==> src/design/uf2bfs_pkg.sv <==
package uf2bfs_pkg;

    // Header words that mark a valid block
    localparam logic [31:0] MAGIC_FIRST  = 32'h0A32_4655;
    localparam logic [31:0] MAGIC_SECOND = 32'h9E5D_5157;
    localparam logic [31:0] MAGIC_FINAL  = 32'h0AB1_6F30;

    // Family that keeps the slow serial rate
    localparam logic [31:0] SLOW_FAMILY = 32'h7EAB_61ED;

    // Item kinds carried on the input tuser
    localparam logic OP_TICK  = 1'b0;
    localparam logic OP_WRITE = 1'b1;

    // Configuration register indexes
    localparam logic CFG_FIRST_DATA_SECTOR = 1'b0;
    localparam logic CFG_RESET_HOLD_TICKS  = 1'b1;

    // Configuration reset values
    localparam logic [15:0] FIRST_DATA_SECTOR_RST = 16'd35;
    localparam logic [23:0] RESET_HOLD_TICKS_RST  = 24'd100000;

    // Result actions
    typedef enum logic [2:0] {
        ACT_IGNORED = 3'd0,
        ACT_BUSY    = 3'd1,
        ACT_SEQ     = 3'd2,
        ACT_START   = 3'd3,
        ACT_WRITE   = 3'd4,
        ACT_FINISH  = 3'd5,
        ACT_ABORT   = 3'd6
    } action_t;

    // One input item
    typedef struct packed {
        logic        op;
        logic [15:0] lba;
        logic [31:0] first_magic;
        logic [31:0] second_magic;
        logic [31:0] final_magic;
        logic [31:0] target_addr;
        logic [31:0] payload_bytes;
        logic [31:0] block_number;
        logic [31:0] total_blocks;
        logic [31:0] family_id;
    } item_t;

    // One result item
    typedef struct packed {
        action_t     action;
        logic [31:0] flash_addr;
        logic [31:0] erase_length;
        logic [31:0] write_length;
        logic        fast_baud;
        logic        reset_active;
    } result_t;

endpackage

==> src/design/uf2bfs_in_reg.sv <==
module uf2bfs_in_reg
(
    input  logic                clk,
    input  logic                rst_n,
    input  logic                in_valid,
    output logic                in_ready,
    input  uf2bfs_pkg::item_t   in_item,
    input  logic                advance,
    output logic                item_valid,
    output uf2bfs_pkg::item_t   item
);

    logic              valid_reg;
    logic              valid_next;
    uf2bfs_pkg::item_t item_reg;

    // The stage takes a new transfer when empty or when its item moves on
    assign in_ready   = !valid_reg || advance;
    assign valid_next = in_ready ? in_valid : valid_reg;

    always_ff @(posedge clk or negedge rst_n)
    begin
        if (!rst_n)
        begin
            valid_reg <= 1'b0;
        end
        else
        begin
            valid_reg <= valid_next;
        end
    end

    // Payload loads on every accepted transfer
    always_ff @(posedge clk)
    begin
        if (in_ready && in_valid)
        begin
            item_reg <= in_item;
        end
    end

    assign item_valid = valid_reg;
    assign item       = item_reg;

endmodule

==> src/design/uf2bfs_decide.sv <==
module uf2bfs_decide
(
    input  logic                  clk,
    input  logic                  rst_n,
    input  logic                  cfg_write,
    input  logic                  cfg_sel,
    input  logic [23:0]           cfg_value,
    input  logic                  commit,
    input  uf2bfs_pkg::item_t     item,
    output uf2bfs_pkg::result_t   result
);

    // Configuration registers
    logic [15:0] first_sector_reg;
    logic [23:0] hold_ticks_reg;

    // Sequencer state; last_reg holds -1 as all ones
    logic [32:0] last_reg;
    logic [32:0] last_next;
    logic [31:0] chunk_reg;
    logic [31:0] chunk_next;
    logic [31:0] blocks_reg;
    logic [31:0] blocks_next;
    logic [23:0] hold_reg;
    logic [23:0] hold_next;
    logic        halted_reg;
    logic        halted_next;

    logic        header_ok;
    logic        in_sequence;
    logic        is_start;
    logic        is_last;
    logic        oversize;
    logic [31:0] product;

    always_ff @(posedge clk or negedge rst_n)
    begin
        if (!rst_n)
        begin
            first_sector_reg <= uf2bfs_pkg::FIRST_DATA_SECTOR_RST;
            hold_ticks_reg   <= uf2bfs_pkg::RESET_HOLD_TICKS_RST;
        end
        else if (cfg_write)
        begin
            if (cfg_sel == uf2bfs_pkg::CFG_FIRST_DATA_SECTOR)
            begin
                first_sector_reg <= cfg_value[15:0];
            end
            else
            begin
                hold_ticks_reg <= cfg_value;
            end
        end
    end

    // Header checks and the erase length
    assign header_ok   = (item.lba >= first_sector_reg)
                         && (item.first_magic == uf2bfs_pkg::MAGIC_FIRST)
                         && (item.second_magic == uf2bfs_pkg::MAGIC_SECOND)
                         && (item.final_magic == uf2bfs_pkg::MAGIC_FINAL);
    assign in_sequence = ((last_reg + 33'd1) == {1'b0, item.block_number});
    assign is_start    = (item.block_number == 32'd0);
    assign is_last     = (item.block_number == (item.total_blocks - 32'd1));
    assign oversize    = (item.payload_bytes > chunk_reg)
                         || (item.total_blocks != blocks_reg);
    assign product     = item.total_blocks * item.payload_bytes;

    // Decision for the item in the input register
    always_comb
    begin
        last_next           = last_reg;
        chunk_next          = chunk_reg;
        blocks_next         = blocks_reg;
        hold_next           = hold_reg;
        halted_next         = halted_reg;
        result.action       = uf2bfs_pkg::ACT_IGNORED;
        result.flash_addr   = 32'd0;
        result.erase_length = 32'd0;
        result.write_length = 32'd0;
        result.fast_baud    = 1'b0;

        if (item.op == uf2bfs_pkg::OP_TICK)
        begin
            if (hold_reg != 24'd0)
            begin
                hold_next = hold_reg - 24'd1;
            end
        end
        else if (halted_reg)
        begin
            result.action = uf2bfs_pkg::ACT_ABORT;
        end
        else if (hold_reg != 24'd0)
        begin
            result.action = uf2bfs_pkg::ACT_BUSY;
        end
        else if (!header_ok)
        begin
            result.action = uf2bfs_pkg::ACT_IGNORED;
        end
        else if (!in_sequence)
        begin
            result.action = uf2bfs_pkg::ACT_SEQ;
        end
        else if (!is_start && oversize)
        begin
            result.action = uf2bfs_pkg::ACT_ABORT;
            halted_next   = 1'b1;
        end
        else
        begin
            result.flash_addr   = item.target_addr;
            result.write_length = item.payload_bytes;
            result.fast_baud    = (item.family_id != uf2bfs_pkg::SLOW_FAMILY);
            last_next           = {1'b0, item.block_number};
            result.action       = is_start ? uf2bfs_pkg::ACT_START
                                           : uf2bfs_pkg::ACT_WRITE;
            if (is_start)
            begin
                chunk_next          = item.payload_bytes;
                blocks_next         = item.total_blocks;
                result.erase_length = product;
            end
            if (is_last)
            begin
                // A hold setting of zero still holds for one tick.
                hold_next = (hold_ticks_reg == 24'd0) ? 24'd1 : hold_ticks_reg;
                last_next = '1;
                if (!is_start)
                begin
                    result.action = uf2bfs_pkg::ACT_FINISH;
                end
            end
        end

        result.reset_active = (hold_next != 24'd0);
    end

    // State moves only when the item passes into the result register
    always_ff @(posedge clk or negedge rst_n)
    begin
        if (!rst_n)
        begin
            last_reg   <= '1;
            chunk_reg  <= 32'd0;
            blocks_reg <= 32'd0;
            hold_reg   <= 24'd0;
            halted_reg <= 1'b0;
        end
        else if (commit)
        begin
            last_reg   <= last_next;
            chunk_reg  <= chunk_next;
            blocks_reg <= blocks_next;
            hold_reg   <= hold_next;
            halted_reg <= halted_next;
        end
    end

endmodule

==> src/design/uf2bfs_out_reg.sv <==
module uf2bfs_out_reg
(
    input  logic                  clk,
    input  logic                  rst_n,
    input  logic                  load,
    input  uf2bfs_pkg::result_t   load_result,
    output logic                  free,
    output logic                  out_valid,
    input  logic                  out_ready,
    output uf2bfs_pkg::result_t   out_result
);

    logic                valid_reg;
    logic                valid_next;
    uf2bfs_pkg::result_t result_reg;

    // The register frees up when empty or when its transfer completes
    assign free       = !valid_reg || out_ready;
    assign valid_next = load ? 1'b1 : (out_ready ? 1'b0 : valid_reg);

    always_ff @(posedge clk or negedge rst_n)
    begin
        if (!rst_n)
        begin
            valid_reg <= 1'b0;
        end
        else
        begin
            valid_reg <= valid_next;
        end
    end

    always_ff @(posedge clk)
    begin
        if (load)
        begin
            result_reg <= load_result;
        end
    end

    assign out_valid  = valid_reg;
    assign out_result = result_reg;

endmodule

==> src/design/uf2_block_flash_sequencer.sv <==
// Block flash sequencer for a drag-and-drop firmware loader.
//
// The slave stream carries ticks (tuser 0) and sector writes (tuser 1) with
// the block header fields in tdata. Each item gives exactly one result on
// the master stream: an action code in tuser and the erase and write
// command fields in tdata. Blocks must arrive in order; block 0 latches the
// chunk size and count and orders the erase, the last block starts the
// target-reset hold, which ticks then count down.
//
// The result is registered: the item waits in the input register while the
// header checks and the 32 by 32 erase-length multiply settle, and the
// result register loads once it is free. One item is taken every cycle
// while results are consumed.
//
// When the receiver stalls the result register holds, and the input
// register still takes one more item; after that s_tready drops. Reset
// empties both registers, restores the configuration defaults and rewinds
// the sequence with no hold active. The configuration channel is always
// ready and is written by the user only while the block is idle (unchecked).
module uf2_block_flash_sequencer
(
    input  logic          clk,
    input  logic          rst_n,

    input  logic          s_tvalid,
    output logic          s_tready,
    // lba, first_magic, second_magic, final_magic, target_addr,
    // payload_bytes, block_number, total_blocks, family_id
    input  logic [271:0]  s_tdata,
    // op
    input  logic          s_tuser,

    output logic          m_tvalid,
    input  logic          m_tready,
    // flash_addr, erase_length, write_length, fast_baud, reset_active, zero pad
    output logic [103:0]  m_tdata,
    // action
    output logic [2:0]    m_tuser,

    input  logic          cfg_valid,
    output logic          cfg_ready,
    input  logic          cfg_index,
    input  logic [23:0]   cfg_data
);

    uf2bfs_pkg::item_t   s_item;
    uf2bfs_pkg::item_t   item;
    uf2bfs_pkg::result_t result;
    uf2bfs_pkg::result_t m_result;
    logic                item_valid;
    logic                out_free;
    logic                advance;

    // Unpack the input transfer
    assign s_item.op            = s_tuser;
    assign s_item.lba           = s_tdata[15:0];
    assign s_item.first_magic   = s_tdata[47:16];
    assign s_item.second_magic  = s_tdata[79:48];
    assign s_item.final_magic   = s_tdata[111:80];
    assign s_item.target_addr   = s_tdata[143:112];
    assign s_item.payload_bytes = s_tdata[175:144];
    assign s_item.block_number  = s_tdata[207:176];
    assign s_item.total_blocks  = s_tdata[239:208];
    assign s_item.family_id     = s_tdata[271:240];

    assign cfg_ready = 1'b1;
    assign advance   = item_valid && out_free;

    uf2bfs_in_reg u_in_reg
    (
        .clk        (clk),
        .rst_n      (rst_n),
        .in_valid   (s_tvalid),
        .in_ready   (s_tready),
        .in_item    (s_item),
        .advance    (advance),
        .item_valid (item_valid),
        .item       (item)
    );

    uf2bfs_decide u_decide
    (
        .clk       (clk),
        .rst_n     (rst_n),
        .cfg_write (cfg_valid && cfg_ready),
        .cfg_sel   (cfg_index),
        .cfg_value (cfg_data),
        .commit    (advance),
        .item      (item),
        .result    (result)
    );

    uf2bfs_out_reg u_out_reg
    (
        .clk         (clk),
        .rst_n       (rst_n),
        .load        (advance),
        .load_result (result),
        .free        (out_free),
        .out_valid   (m_tvalid),
        .out_ready   (m_tready),
        .out_result  (m_result)
    );

    // Pack the result transfer
    assign m_tuser = m_result.action;
    assign m_tdata = {6'd0, m_result.reset_active, m_result.fast_baud,
                      m_result.write_length, m_result.erase_length,
                      m_result.flash_addr};

    // A busy answer only comes while the hold is running.
    assert property (@(posedge clk) disable iff (!rst_n)
        m_tvalid && (m_result.action == uf2bfs_pkg::ACT_BUSY)
        |-> m_result.reset_active)
        else $error("busy result without an active reset hold");

    // Finishing an image always starts the hold.
    assert property (@(posedge clk) disable iff (!rst_n)
        m_tvalid && (m_result.action == uf2bfs_pkg::ACT_FINISH)
        |-> m_result.reset_active)
        else $error("finish result without an active reset hold");

    // An empty input register never blocks the slave side.
    assert property (@(posedge clk) disable iff (!rst_n)
        !item_valid |-> s_tready)
        else $error("input stalled while the input register is empty");

    // Only write actions carry a write length.
    assert property (@(posedge clk) disable iff (!rst_n)
        m_tvalid && (m_result.action != uf2bfs_pkg::ACT_START)
        && (m_result.action != uf2bfs_pkg::ACT_WRITE)
        && (m_result.action != uf2bfs_pkg::ACT_FINISH)
        |-> (m_result.write_length == 32'd0) && !m_result.fast_baud)
        else $error("command fields set on a non-write result");

endmodule

==> config.mk <==
export PLATFORM = sky130hd
export DESIGN_NAME = uf2_block_flash_sequencer
export DESIGN_NICKNAME = d
export VERILOG_FILES = /design/src/design/uf2bfs_pkg.sv /design/src/design/uf2bfs_in_reg.sv /design/src/design/uf2bfs_decide.sv /design/src/design/uf2bfs_out_reg.sv /design/src/design/uf2_block_flash_sequencer.sv
export SDC_FILE = /design/constraint.sdc
export NUM_CORES = 2
export LEC_CHECK = 0
export ABC_CLOCK_PERIOD_IN_PS = 9300
export BUFFER_PORTS_ARGS = -buffer_cell sky130_fd_sc_hd__buf_2
export CAP_MARGIN = 10
export CELL_PAD_IN_SITES_DETAIL_PLACEMENT = 1
export CELL_PAD_IN_SITES_GLOBAL_PLACEMENT = 2
export CORE_MARGIN = 2
export CORE_UTILIZATION = 40
export CTS_CLUSTER_DIAMETER = 80
export DETAILED_ROUTE_END_ITERATION = 8
export PLACE_DENSITY = 0.88
export SETUP_SLACK_MARGIN = 0.02
export SLEW_MARGIN = 25
export SYNTH_ARGS = -nofsm -noshare
export SYNTH_HDL_FRONTEND = slang
export SYNTH_HIERARCHICAL = 1
export SYNTH_SLANG_ARGS = --single-unit
==> constraint.sdc <==
create_clock -name clk -period 9.3 [get_ports clk]
set_input_delay 1.86 -clock clk [delete_from_list [all_inputs] [get_ports clk]]
set_output_delay 1.86 -clock clk [all_outputs]
set_load 0.03 [all_outputs]
==> impl_results.md <==
* Global Route Usage Sum at 23.9%
* Ratio of cells with drive above 1 in the final layout at a little under a fifth
* Outcome: complete, no violations
* GPL Wtd Cong at 0.893
* Top cell type's share of synthesized area at roughly 28%
* Clock Skew at 0.0434 ns
* Flops & latches, synth at 538
* Rows at ~120
* EDFF count, synth at between 300 and 400
* Worst-Margin Slew at roughly 1 ns
* Worst path max stage delay at approximately 0.97 ns
* Ys Warns at 6
* Fin. Hold Viols at 0
* Fin crit share at between 80% and 90%
* Multi-input gate area at about 0.022 mm²
* Latest clock arrival within the worst-skew pair at 0.66 ns
* Synth async-reset ratio at 30.5%
* Cts hold-fix bufs at 0
* First-pass GRT wire length at 186000 µm
* Clk slew on worst S/H paths at ~0.06 ns
* DP HPWL at between 90000 and 100000 µm
* Vias in the first global route at slightly above 30000
* Storage cell area at 0.0154 mm²
* DIE HEIGHT at approximately 320 µm
* Drt drc at 0
* Area contributors post-synth: edfxtp_1 (28%), fa_1 (21%), dfrtp_1 (7.7%)
* Sequential fraction of the synthesis area at 38.7%
* Starting Density at between 40% and 50%
* CTS tree: yes
* Number of I/O pins at between 400 and 500
* H-tree depth at 3
* Post-layout instance area at ~0.045 mm²
* Post-Route WL at approximately 120000 µm
* Max Cap Violations at 0
* Antenna Nets Post-Route at 0
* Crit path launch type: flop
* Slew Limit Headroom at around 32%
* Fill cells at between 10000 and 15000
* Area Overhead vs Synth at 14.4%
* Placed cell area at about 0.043 mm²
* WP buf/inv at 2
* Critical-path top delay cell: edfxtp_1
* Avg Vias per Cell at approximately 5.3
* Slew Limit Fails at 0
* Final non-filler cell total at between 5000 and 6000
* RSZ-0062 raised after global routing: no
* Via count at ~28000
* Setup Fix Bufs, Post-CTS at 0
* CORE AREA at 0.0984 mm²
* Die Area at roughly 0.10 mm²
* Max reg flops at roughly 270
* Post-Syn Area at roughly 0.04 mm²
* Distinct cells, synth at 86
* Post_cts resized at 0
* Port Buffers at about 410
* CP dominant cell by count: fa_1
* Worst Hold Class: reg -> reg
* Clk Tree Root Cell: clkbuf_16
* CP Data Arrival Time at approximately 8.5 ns
* Most frequent cells in the layout: inv_1 (462), fa_1 (408), buf_2 (404)
* Clk buf depth at 3
* Nets at between 4000 and 5000
* Hold_ws at ~0.49 ns
* Largest net degree at the start of global routing at 183
* Dominant delay contributor by cell family on the critical path: adder cells
* DRT Pass-1 Iters at 6
* Worst-path fanout max at 21
* Worst path required time at slightly below 10 ns
* Syn avg cell area at around 11 µm²
* Avg WL per Cell at roughly 23 µm
* CP cell instances: and2_1 > fa_1 > fa_1 > fa_1 > inv_1 > fa_1 > inv_1 > ha_1 > ha_1 > fa_1 > fa_1 > ha_1 > a21o_1 > or3_1 > o211a_1 > o31ai_1 > a21boi_0 > or4_1 > a41o_1 > a2111oi_0 > or3_1 > a21oi_1
* Fmax at ~120 MHz
* Final Setup Violations at 0
* Initial antenna violation count at 22
* Clock net sink count at 538
* Inst Count DP at approximately 5200
* Gr ovfl total at 0
* Cell count after synthesis at around 3600
* CP Class: reg -> reg
* Drt initial violations at approximately 1500
* Post-layout min period at just over 8 ns
* Area leader, netlist: edfxtp_1
* CP endpoint kind: flop
* Setup Total Neg Slack at 0 ns
* CTS buffer count at 66
* Chip Width at 319 µm
* Ys flop type: edfxtp_1
* Most common cell after layout, fill and taps aside: inv_1
[worst register-to-register path, delay by kind of cell, from the launching register on]
family	cells	cell delay, ns
simple gates	4	1.31
buf+inv	2	0.10
compound gates	7	1.71
fa+ha+maj	9	3.82
flops	1	0.97
[worst paths after layout]
check	from	endpoint	slack [ns]	cells after the start
setup / recovery	u_in_reg/item[38]	u_out_reg/out_result[65]	1.12	22
hold / removal	u_decide/last_reg[32]	u_decide/last_reg[32]	0.49	2
setup reg to reg	u_in_reg/item[38]	u_out_reg/out_result[65]	1.12	22
hold reg to reg	u_decide/last_reg[32]	u_decide/last_reg[32]	0.49	2
max in group asynchronous	rst_n	u_decide/blocks_reg[16]	6.85	2
min in group asynchronous	rst_n	u_decide/first_sector_reg[2]	1.17	1
[Yosys cell counts, types with 16 or more instances]
| cell | instances |
|---|---|
| a21o_1 | 30 |
| nand4_1 | 50 |
| nand2_1 | 372 |
| dfstp_2 | 42 |
| nor2_1 | 124 |
| and3_1 | 17 |
| nor3_1 | 47 |
| fa_1 | 408 |
| inv_1 | 462 |
| edfxtp_1 | 374 |
| mux2_2 | 87 |
| nor4b_1 | 18 |
| o21ai_0 | 60 |
| nand3_1 | 42 |
| clkbuf_1 | 170 |
| xor2_1 | 55 |
| xnor2_1 | 152 |
| o21ai_1 | 39 |
| nor4_1 | 56 |
| and2_1 | 350 |
| or3_1 | 20 |
| a211oi_1 | 16 |
| ha_1 | 175 |
| dfrtp_1 | 122 |
| a21oi_1 | 74 |
[logic make-up after synthesis]
group                      synth area share [%]
DFF                                        38.7
buffers and inverters                      6.34
muxes                                      2.77
other                                    0.0189
xor gates and xnor gates                   4.56
and+or+nand+nor                            16.5
adders and majority gates                  26.1
AOI/OAI and AO/OA                          4.97
[metrics by stage]
stage	util (%)	worst slack, ns
floorplan	-	1.86
finish	46.2	1.12
detailed placement	43.8	1.03
global route	46.2	0.603
CTS	46.0	1.01
global placement	43.8	1.15
[routing by layer]
metal	wire, µm	global-route usage, %	vias to the layer above
met4	3830	8.53	0
li1	-	-	12600
met2	60600	41.2	755
met1	49800	30.3	14500
met3	6420	3.98	179
met5	0	0	-
[area by class of cell]
cell class	instances	area share (%)
repair buffers	465	5.59
diodes	20	0.110
clock buffers	84	3.89
clock inverters	38	1.00
flip-flops and latches	538	33.9
multi-input cells	2423	48.2
well taps	1287	3.54
inverters	462	3.82
Power is not shown: default switching activity piles up to over one toggle a cycle in this logic, so the estimate is an artifact.
